**src/rtl/cfb_pkg.sv**
```systemverilog
// Package for the command frame builder: transaction types, frame constants
// and the CRC16-Modbus byte update. No dependencies.
`timescale 1ns / 1ps

package cfb_pkg;

    typedef struct packed {
        logic       first_byte;
        logic       last_byte;
        logic       has_data;
        logic       to_upper;
        logic [7:0] cmd_code;
        logic [7:0] length_field;
        logic [7:0] data_byte;
    } t_in_item;

    typedef struct packed {
        logic [7:0] out_byte;
        logic       run_last;
        logic       frame_last;
    } t_out_item;

    // Classified command handed from the front part to the back part.
    typedef struct packed {
        logic       first;
        logic       data;
        logic       last;
        logic       upper;
        logic [7:0] cmd;
        logic [7:0] len;
        logic [7:0] db;
    } t_cmd;

    localparam logic [15:0] CRC_INIT     = 16'hFFFF;
    localparam logic [15:0] CRC_POLY     = 16'hA001;
    localparam logic [7:0]  START_LOWER  = 8'hD0;
    localparam logic [7:0]  START_UPPER  = 8'h70;
    localparam logic [7:0]  TAIL_LOWER   = 8'hD1;
    localparam logic [7:0]  TAIL_UPPER   = 8'h71;
    localparam logic [7:0]  ADDR_LOWER   = 8'h0B;
    localparam logic [7:0]  ADDR_UPPER   = 8'h0A;
    localparam logic [7:0]  ENCODING     = 8'h01;
    localparam logic [7:0]  HEADER_PAD   = 8'h00;

    function automatic logic [15:0] crc_byte(input logic [15:0] crc_in, input logic [7:0] b);
        logic [15:0] c;
        c = crc_in ^ {8'h00, b};
        for (int k = 0; k < 8; k++) begin
            if (c[0]) begin
                c = (c >> 1) ^ CRC_POLY;
            end else begin
                c = c >> 1;
            end
        end
        return c;
    endfunction

endpackage

```
**src/rtl/cfb_front.sv**
```systemverilog
// Front part of the frame builder: accepts input transactions, tracks whether
// a frame is open and its destination, and queues commands that yield bytes.
// Depends on cfb_pkg.
`timescale 1ns / 1ps

module cfb_front
    import cfb_pkg::*;
(
    input  logic     i_clk,
    input  logic     i_rst_n,
    input  logic     push,
    input  t_in_item i_in_item,
    input  logic     i_q_full,
    output logic     full,
    output logic     o_q_push,
    output t_cmd     o_q_cmd
);

    logic r_inside;
    logic r_dest_upper;
    logic n_inside;
    logic n_dest_upper;
    logic accept;
    logic produces;

    assign full   = i_q_full;
    assign accept = push && !i_q_full;

    // Items outside a frame that do not open one, and idle items, yield nothing.
    assign produces = i_in_item.first_byte
                   || (r_inside && (i_in_item.has_data || i_in_item.last_byte));

    assign o_q_push      = accept && produces;
    assign o_q_cmd.first = i_in_item.first_byte;
    assign o_q_cmd.data  = i_in_item.has_data;
    assign o_q_cmd.last  = i_in_item.last_byte;
    assign o_q_cmd.upper = i_in_item.first_byte ? i_in_item.to_upper : r_dest_upper;
    assign o_q_cmd.cmd   = i_in_item.cmd_code;
    assign o_q_cmd.len   = i_in_item.length_field;
    assign o_q_cmd.db    = i_in_item.data_byte;

    always_comb begin
        n_inside     = r_inside;
        n_dest_upper = r_dest_upper;
        if (accept) begin
            if (i_in_item.first_byte) begin
                n_inside     = 1'b1;
                n_dest_upper = i_in_item.to_upper;
            end
            if (produces && i_in_item.last_byte) begin
                n_inside = 1'b0;
            end
        end
    end

    always_ff @(posedge i_clk) begin
        if (!i_rst_n) begin
            r_inside     <= 1'b0;
            r_dest_upper <= 1'b0;
        end else begin
            r_inside     <= n_inside;
            r_dest_upper <= n_dest_upper;
        end
    end

endmodule

```
**src/rtl/cfb_queue.sv**
```systemverilog
// Short command queue between the front and back parts of the frame builder.
// Depends on cfb_pkg.
`timescale 1ns / 1ps

module cfb_queue
    import cfb_pkg::*;
#(
    parameter int DEPTH = 4
) (
    input  logic i_clk,
    input  logic i_rst_n,
    input  logic i_push,
    input  t_cmd i_cmd,
    input  logic i_pop,
    output logic o_full,
    output logic o_empty,
    output t_cmd o_head
);

    localparam int PW = (DEPTH > 1) ? $clog2(DEPTH) : 1;
    localparam int CW = $clog2(DEPTH + 1);
    localparam logic [PW-1:0] PTR_LAST = PW'(DEPTH - 1);
    localparam logic [CW-1:0] CNT_FULL = CW'(DEPTH);

    t_cmd          r_mem [DEPTH];
    logic [PW-1:0] r_wptr;
    logic [PW-1:0] r_rptr;
    logic [CW-1:0] r_count;
    logic          do_push;
    logic          do_pop;

    assign o_full  = (r_count == CNT_FULL);
    assign o_empty = (r_count == '0);
    assign o_head  = r_mem[r_rptr];
    assign do_push = i_push && !o_full;
    assign do_pop  = i_pop && !o_empty;

    always_ff @(posedge i_clk) begin
        if (do_push) begin
            r_mem[r_wptr] <= i_cmd;
        end
    end

    always_ff @(posedge i_clk) begin
        if (!i_rst_n) begin
            r_wptr  <= '0;
            r_rptr  <= '0;
            r_count <= '0;
        end else begin
            if (do_push) begin
                r_wptr <= (r_wptr == PTR_LAST) ? '0 : r_wptr + 1'b1;
            end
            if (do_pop) begin
                r_rptr <= (r_rptr == PTR_LAST) ? '0 : r_rptr + 1'b1;
            end
            if (do_push && !do_pop) begin
                r_count <= r_count + 1'b1;
            end else if (do_pop && !do_push) begin
                r_count <= r_count - 1'b1;
            end
        end
    end

endmodule

```
**src/rtl/cfb_back.sv**
```systemverilog
// Back part of the frame builder: walks each queued command through its header,
// payload, tail and CRC bytes into an output register, one byte a cycle while
// that register is free or popped. Depends on cfb_pkg.
`timescale 1ns / 1ps

module cfb_back
    import cfb_pkg::*;
(
    input  logic      i_clk,
    input  logic      i_rst_n,
    input  logic      i_q_empty,
    input  t_cmd      i_head,
    output logic      o_q_pop,
    input  logic      pop,
    output logic      empty,
    output t_out_item o_out_item
);

    typedef enum logic [3:0] {
        ST_H0, ST_H1, ST_H2, ST_H3, ST_H4, ST_H5,
        ST_DATA, ST_TAIL, ST_CRC_LO, ST_CRC_HI
    } t_step;

    t_step       r_step;
    logic        r_mid;
    logic [15:0] r_crc;
    logic        r_out_valid;
    t_out_item   r_out;

    t_step       start_step;
    t_step       cur_step;
    t_step       next_step;
    logic [7:0]  cur_byte;
    logic        cur_done;
    logic        feed_crc;
    logic [15:0] crc_base;
    logic        advance;
    logic        emit;

    assign start_step = i_head.first ? ST_H0 : (i_head.data ? ST_DATA : ST_TAIL);
    assign cur_step   = r_mid ? r_step : start_step;
    assign advance    = !r_out_valid || pop;
    assign emit       = advance && !i_q_empty;
    assign o_q_pop    = emit && cur_done;
    assign empty      = !r_out_valid;
    assign o_out_item = r_out;
    assign feed_crc   = (cur_step != ST_CRC_LO) && (cur_step != ST_CRC_HI);
    // The start byte restarts the CRC, which also covers an abandoned frame.
    assign crc_base   = (cur_step == ST_H0) ? CRC_INIT : r_crc;

    always_comb begin
        cur_byte  = HEADER_PAD;
        cur_done  = 1'b0;
        next_step = ST_H0;
        unique case (cur_step)
            ST_H0: begin
                cur_byte  = i_head.upper ? START_UPPER : START_LOWER;
                next_step = ST_H1;
            end
            ST_H1: begin
                cur_byte  = i_head.cmd;
                next_step = ST_H2;
            end
            ST_H2: begin
                cur_byte  = ENCODING;
                next_step = ST_H3;
            end
            ST_H3: begin
                cur_byte  = i_head.upper ? ADDR_UPPER : ADDR_LOWER;
                next_step = ST_H4;
            end
            ST_H4: begin
                cur_byte  = i_head.len;
                next_step = ST_H5;
            end
            ST_H5: begin
                cur_byte  = HEADER_PAD;
                cur_done  = !i_head.data && !i_head.last;
                next_step = i_head.data ? ST_DATA : ST_TAIL;
            end
            ST_DATA: begin
                cur_byte  = i_head.db;
                cur_done  = !i_head.last;
                next_step = ST_TAIL;
            end
            ST_TAIL: begin
                cur_byte  = i_head.upper ? TAIL_UPPER : TAIL_LOWER;
                next_step = ST_CRC_LO;
            end
            ST_CRC_LO: begin
                cur_byte  = r_crc[7:0];
                next_step = ST_CRC_HI;
            end
            ST_CRC_HI: begin
                cur_byte  = r_crc[15:8];
                cur_done  = 1'b1;
                next_step = ST_H0;
            end
            default: begin
                cur_byte  = HEADER_PAD;
                cur_done  = 1'b1;
                next_step = ST_H0;
            end
        endcase
    end

    always_ff @(posedge i_clk) begin
        if (!i_rst_n) begin
            r_step      <= ST_H0;
            r_mid       <= 1'b0;
            r_crc       <= CRC_INIT;
            r_out_valid <= 1'b0;
        end else if (emit) begin
            r_out.out_byte   <= cur_byte;
            r_out.run_last   <= cur_done;
            r_out.frame_last <= (cur_step == ST_CRC_HI);
            r_out_valid      <= 1'b1;
            r_mid            <= !cur_done;
            r_step           <= next_step;
            if (feed_crc) begin
                r_crc <= crc_byte(crc_base, cur_byte);
            end else if (cur_step == ST_CRC_HI) begin
                r_crc <= CRC_INIT;
            end
        end else if (pop) begin
            r_out_valid <= 1'b0;
        end
    end

endmodule

```
**src/rtl/command_frame_builder_crc16.sv**
```systemverilog
// Top level of the command frame builder with CRC16-Modbus trailer.
// Depends on cfb_pkg, cfb_front, cfb_queue and cfb_back.
//
//   Channel | Handshake            | Payload
//   --------+----------------------+----------------------
//   input   | push / full          | i_in_item  (t_in_item)
//   result  | pop / empty          | o_out_item (t_out_item)
//
// One input transaction is taken per cycle while full is low; the command
// queue (QUEUE_DEPTH entries) absorbs bursts while bytes are produced.
// While the result is free or popped, the back part emits one byte per cycle; a
// payload-only item yields one byte; a frame adds six header and three trailer bytes.
// Reset is synchronous; the block accepts input once i_rst_n is released.
// A stalled result holds on o_out_item until popped; the queue takes input until full.
`timescale 1ns / 1ps

module command_frame_builder_crc16
    import cfb_pkg::*;
#(
    parameter int QUEUE_DEPTH = 4
) (
    input  logic      i_clk,
    input  logic      i_rst_n,
    input  logic      push,
    output logic      full,
    input  t_in_item  i_in_item,
    input  logic      pop,
    output logic      empty,
    output t_out_item o_out_item
);

    logic q_push;
    logic q_pop;
    logic q_full;
    logic q_empty;
    t_cmd q_in;
    t_cmd q_head;

    cfb_front u_front (
        .i_clk     (i_clk),
        .i_rst_n   (i_rst_n),
        .push      (push),
        .i_in_item (i_in_item),
        .i_q_full  (q_full),
        .full      (full),
        .o_q_push  (q_push),
        .o_q_cmd   (q_in)
    );

    cfb_queue #(
        .DEPTH (QUEUE_DEPTH)
    ) u_queue (
        .i_clk   (i_clk),
        .i_rst_n (i_rst_n),
        .i_push  (q_push),
        .i_cmd   (q_in),
        .i_pop   (q_pop),
        .o_full  (q_full),
        .o_empty (q_empty),
        .o_head  (q_head)
    );

    cfb_back u_back (
        .i_clk      (i_clk),
        .i_rst_n    (i_rst_n),
        .i_q_empty  (q_empty),
        .i_head     (q_head),
        .o_q_pop    (q_pop),
        .pop        (pop),
        .empty      (empty),
        .o_out_item (o_out_item)
    );

endmodule

```
**config.mk**
```make
export PLATFORM = sky130hd
export DESIGN_NAME = command_frame_builder_crc16
export DESIGN_NICKNAME = d
export VERILOG_FILES = /design/src/rtl/cfb_pkg.sv /design/src/rtl/cfb_front.sv /design/src/rtl/cfb_queue.sv /design/src/rtl/cfb_back.sv /design/src/rtl/command_frame_builder_crc16.sv
export SDC_FILE = /design/constraint.sdc
export NUM_CORES = 1
export LEC_CHECK = 0
export BUFFER_PORTS_ARGS = -buffer_cell sky130_fd_sc_hd__buf_4
export CELL_PAD_IN_SITES_DETAIL_PLACEMENT = 1
export CELL_PAD_IN_SITES_GLOBAL_PLACEMENT = 1
export CORE_MARGIN = 2
export CORE_UTILIZATION = 38
export CTS_CLUSTER_DIAMETER = 120
export DETAILED_ROUTE_END_ITERATION = 12
export HOLD_SLACK_MARGIN = 0.05
export PLACE_DENSITY_LB_ADDON = 0.1
export REMOVE_ABC_BUFFERS = 1
export SKIP_CTS_REPAIR_TIMING = 1
export SLEW_MARGIN = 20
export SYNTH_ARGS = -nofsm -noshare
export SYNTH_HDL_FRONTEND = slang
export SYNTH_SLANG_ARGS = --single-unit
```
**constraint.sdc**
```tcl
create_clock -name i_clk -period 4.3 [get_ports i_clk]
set_input_delay 0.86 -clock i_clk [delete_from_list [all_inputs] [get_ports i_clk]]
set_output_delay 0.86 -clock i_clk [all_outputs]
set_load 0.05 [all_outputs]
```
Word-level counts from Yosys, hierarchy flattened. Memories as Yosys holds them, arrays and structs flattened. A register that Yosys moved wholly into a read port is not among the register bits. Index checks and enable logic that the tools add are counted.

Mux-type cells: 54. Add/sub/neg operators: 4. Bitwise operators: 9. Reductions and logical operators: 33. Eq/ne operators: 14.

Operators with widths (number): $mux 16 (32); $pmux 8 s9 (1); $pmux 4 s9 (1); $not 2->3 (8); $eq 4x3->1 const B (4); $mux 8 (2); $xor 16x8->16 (1); $logic_and 1x1->1 (12); $mux 1 (9); $mux 3 (3); $eq 4x2->1 const B (2); $eq 4x4->1 const B (2); $logic_not 1->1 (8); $mux 2 (4); $ne 4x4->1 const B (2); $reduce_bool 2->1 (4); $reduce_or 7->1 (1); $reduce_and 2->1 (3); $add 2x1->2 const B (2); $eq 2x2->1 const B (2); $eq 4x1->1 const B (1); $logic_not 4->1 (1); $mux 4 (1); $add 3x1->3 const B (1); 5 further kinds (7).

Flip-flop bits (word level): 41. RAM bits: 112. Output and inout port bits: 12. Input port bits: 32. Logic and storage cells: 127. Memories: 1.

Memory list: u_queue.r_mem (depth 4, width 28, rd ports 1, clocked after Yosys merged registers in 1, write ports 1, line cfb_queue.sv:25) `t_cmd r_mem [DEPTH];`.

Depth between registers and ports, before layout.
Depth in word-level cells: 44. Gate-level depth with buffers: 15. Gate-level depth less buffers: 14.

Hierarchy. Synthesis repeated with hierarchy kept, for this count alone.

Cells, all modules: 491. Area total of the unflattened synthesis: 7101.8 sq um.

Modules (own cells, without submodules): cfb_queue (instances 1, cells each 197, seq. area each 3543.4 sq um, area an instance 4570.6 sq um); cfb_back (instances 1, cells each 253, seq. area each 740.7 sq um, area an instance 2180.8 sq um); cfb_front (instances 1, cells each 41, seq. area each 40.0 sq um, area an instance 350.3 sq um).

Worst setup path after synthesis. No wires, ideal clock.

Path type: reg2reg. Start: reg (tool-made name). End: reg u_queue.r_count[2]. Path buffers: 1. Path slack: 1.089 ns. Required time: 4.224 ns. Arrival: 3.135 ns. Stages on the path, launching flop included: 16. Clock period less this slack: 3.211 ns. Setup time: 0.076 ns. Path through: dfxtp_1 > buf_6 > mux2i_4 > o22ai_2 > or3_1 > a21oi_1 > o21ai_0 > a21oi_1 > inv_1 > nand2_1 > ha_1 > inv_1 > fa_1 > xor2_1 > or3_1 > a21boi_0.

RTL lines: to (signal assigned) (line cfb_queue.sv:57) `r_count <= r_count + 1'b1;`; to (signal assigned) (line cfb_queue.sv:59) `r_count <= r_count - 1'b1;`; to (decl) (line cfb_queue.sv:28) `logic [CW-1:0] r_count;`.

==> summary.txt <==
clk buf depth: 2
Worst-Skew Late Latency: 0.43 ns
setup TNS: 0 ns
setup violators final: 0
CP max FO: 7
crit path DAT: 4.09 ns
final period utilization: 87.0%
multiplexer area fraction after synthesis: 11.0%
Sw Pwr: 2.11 mW
CTS buffer count: 17
Critical R2R Capture: u_queue.r_count[2]$_SDFFE_PN0P_
final net count: 561
post-synthesis compound-gate area fraction: 9.05%
Total Routed Length: 15600 um
initial DRC count: 285
Layout Skew: 0.00894 ns
Synth area leaders: edfxtp_1 53%, dfxtp_1 9.6%, mux4_2 7.5%
Synth area leader: edfxtp_1
simple logic cell fraction of the synthesized area: 9.41%
Internal: 3.80 mW
Seq/Total Area, Yosys: 62.8%
Synth top area share: 53.2%
synthesized area: 0.00688 mm2
Place WS: 0.501 ns
Die H: 139 um
Worst Hold Class: flop to flop
status: finished clean
core area: 0.0178 mm2
Crit path max-delay family: compound AO/OA/AOI/OAI gates
clk root buf: clkbuf_16
Row Count: 49
Post-DP HPWL: 10500 um
via count: 4096
DR vias/cell: 5.36
TritonRoute pass-1 iters: 4
crit path kind: flop to flop
first-pass GRT wire length: 25200 um
clock share of power: 25.6%
die footprint: 0.0192 mm2
Final Worst Setup Slack: 0.560 ns
Slew Viols, Final: 0
register bit total from synthesis: 155
starting density of the core: 38.6%
layout cell share with drive strength beyond 1: 24.9%
largest family of logic cells by synthesized area: multiplexers
Req. time, crit path: 4.65 ns
min Tclk post-route: 3.74 ns
top cells by count, synth: 122 x edfxtp_1, 34 x nand2_1, 33 x dfxtp_1
worst reg2reg setup slack: 0.56 ns
max-cap viol count: 0
Primary FF master, synth: edfxtp_1
worst setup path endpoint: u_queue.r_count[2]$_SDFFE_PN0P_
measured slew at the worst slew-check pin: 0.676 ns
total track usage: 17.3%
clock sink count: 155
Synth cell types: 66
startpoint types: flop
crit end category: flop
count leader, synth: edfxtp_1
largest net degree at the start of global routing: 32
Remaining DRCs: 0
sequential power share: 34.3%
CP bufs+invs: 2
Worst Reg-to-Reg Cells: 14
Routed WL per cell: 20.4 um
antenna violations before repair: 0
H-tree Lvls: 4
I/O Buffers: 43
io pins: 44
crit path cell chain: mux2i_2, o22a_2, nand3_1, o21ai_2, nor2_1, a21oi_1, inv_1, nand2_1, ha_1, inv_1, fa_1, xor2_1, or3_1, a21boi_0
ys async rst share: 0%
RSZ-0062 raised after global routing: false
crit path max-delay cell type: dfxtp_1
Layout area overhead: 17.1%
Fill cells: 1786
critical path depth in cells: 14
DIE WIDTH: 139 um
Synth Warn #: 0
slew margin rel.: 54.8%
Post-Synth Adder-Cell Area: 1.38%
clk slew on worst S/H paths: 0.06 ns
CP peak stage delay: 0.52 ns
Gate Count Post-Synth: 470
GP Congestion: 0.797
CTS tree: yes
ANT nets after route: 0
Comb pwr share: 40.1%
Post-synth EDFFs: 122
Final Core Density: 45.2%
maximum vdd ir drop: 0.000373 V
Synth Area per Inst: 14.6 um2
vias in the first global route: 4358
most used cell, CP: inv_1
Max Clock Freq: 267 MHz
power density cells: 733 mW/mm2
Post-Synth XOR/XNOR Area: 3.54%
final hold violation count: 0
GR Overflow Total: 0
Sw Share: 35.8%
antenna cells: 0
leakage power: 2.87 nW
==> per-stage QoR <==
step                power (mW)  hold slack (ns)  instance area [um2]  instances
detailed placement        4.43            0.472                 7480        732
floorplan                 3.79            0.437                 6740        445
global placement          4.41            0.450                 7480        732
global route              6.27            0.534                 8060        764
CTS                       5.97            0.489                 8060        764
finish                    5.91            0.488                 8060        764
==> worst register-to-register path, stage by stage, from the launching register on <==
cell	delay [ns]
dfxtp_1	0.52
mux2i_2	0.44
o22a_2	0.32
nand3_1	0.15
o21ai_2	0.30
nor2_1	0.12
a21oi_1	0.26
inv_1	0.10
nand2_1	0.15
ha_1	0.20
inv_1	0.07
fa_1	0.42
xor2_1	0.18
or3_1	0.30
a21boi_0	0.16
==> power by group through the flow <==
stage / sequential, mW / clock [mW] / combinational (mW)
after floorplan: 2.12 / 0 / 1.67
after global placement: 2.06 / 0 / 2.35
after detailed placement: 2.06 / 0 / 2.37
after CTS: 2.03 / 1.55 / 2.38
after global routing: 2.06 / 1.61 / 2.60
final: 2.03 / 1.51 / 2.37
==> cell families (layout without fill, tap and decap cells) <==
kind of cell    Yosys count  after routing
fa+ha+maj                 7              7
xor+xnor                 22             22
flops                   155            155
compound gates           86             86
simple gates            122            122
mux                      40             40
buf+inv                  38            103
==> metal layers <==
| metal | vias to the layer above | global-route usage, % | wire, um |
|---|---|---|---|
| met5 | - | 0 | 0 |
| met4 | 0 | 5.37 | 188 |
| met3 | 16 | 4.11 | 522 |
| met2 | 69 | 26.7 | 7320 |
| met1 | 2106 | 24.3 | 7590 |
| li1 | 1905 | - | - |
==> layout make-up <==
class,count,area [um2],area share [%]
clock inverter,14,159,1.97
inverter,13,48.8,0.605
tap,229,287,3.55
sequential,155,4330,53.6
timing repair buffer,58,448,5.55
multi-input combinational,277,2370,29.4
clock buffer,18,429,5.32
==> placed cells by master (no fill, tap or decap), drive strengths merged, types with 4 or more instances in the layout <==
cell    Yosys  routed
ha          6       6
xnor2      13      13
nand2      34      34
clkbuf     13      18
nor2       23      23
edfxtp    122     122
dfxtp      33      33
a22oi       8       8
a21oi      13      13
buf        12      58
nor3       10      10
mux4       26      26
nor2b      10      10
clkinv      1       4
nand2b      7       7
and2        9       9
a22o        5       5
inv        12      18
nand3       8       8
mux2i      11      11
and3        6       6
nor3b       4       4
a31oi       4       4
o22ai      12      12
a211o       4       4
xor2        6       6
o21ai      20      20
==> sequential cells by signal, indices dropped and copies added, names as in the netlist, named ones only <==
register / count
u_back.r_mid: 1
u_back.o_out_item: 10
u_back.r_out_valid: 1
u_front.r_dest_upper: 1
u_queue.r_count: 3
u_back.r_step: 4
u_queue.r_mem: 112
u_queue.r_rptr: 2
u_queue.r_wptr: 2
u_back.r_crc: 16
u_front.r_inside: 1
==> how the worst min path moves through the flow <==
stage          slack (ns)                            start                               to  depth (start not counted)
6_report             0.49  u_back.r_out_valid$_SDFFE_PN0P_  u_back.r_out_valid$_SDFFE_PN0P_                          2
5_1_grt              0.53  u_back.r_out_valid$_SDFFE_PN0P_  u_back.r_out_valid$_SDFFE_PN0P_                          2
4_1_cts              0.49    u_front.r_inside$_SDFFE_PN0P_    u_front.r_inside$_SDFFE_PN0P_                          2
3_5_place_dp         0.47    u_front.r_inside$_SDFFE_PN0P_    u_front.r_inside$_SDFFE_PN0P_                          2
3_3_place_gp         0.45    u_front.r_inside$_SDFFE_PN0P_    u_front.r_inside$_SDFFE_PN0P_                          2
2_1_floorplan        0.44    u_front.r_inside$_SDFFE_PN0P_    u_front.r_inside$_SDFFE_PN0P_                          2
Power figures use the tool's default switching activity.
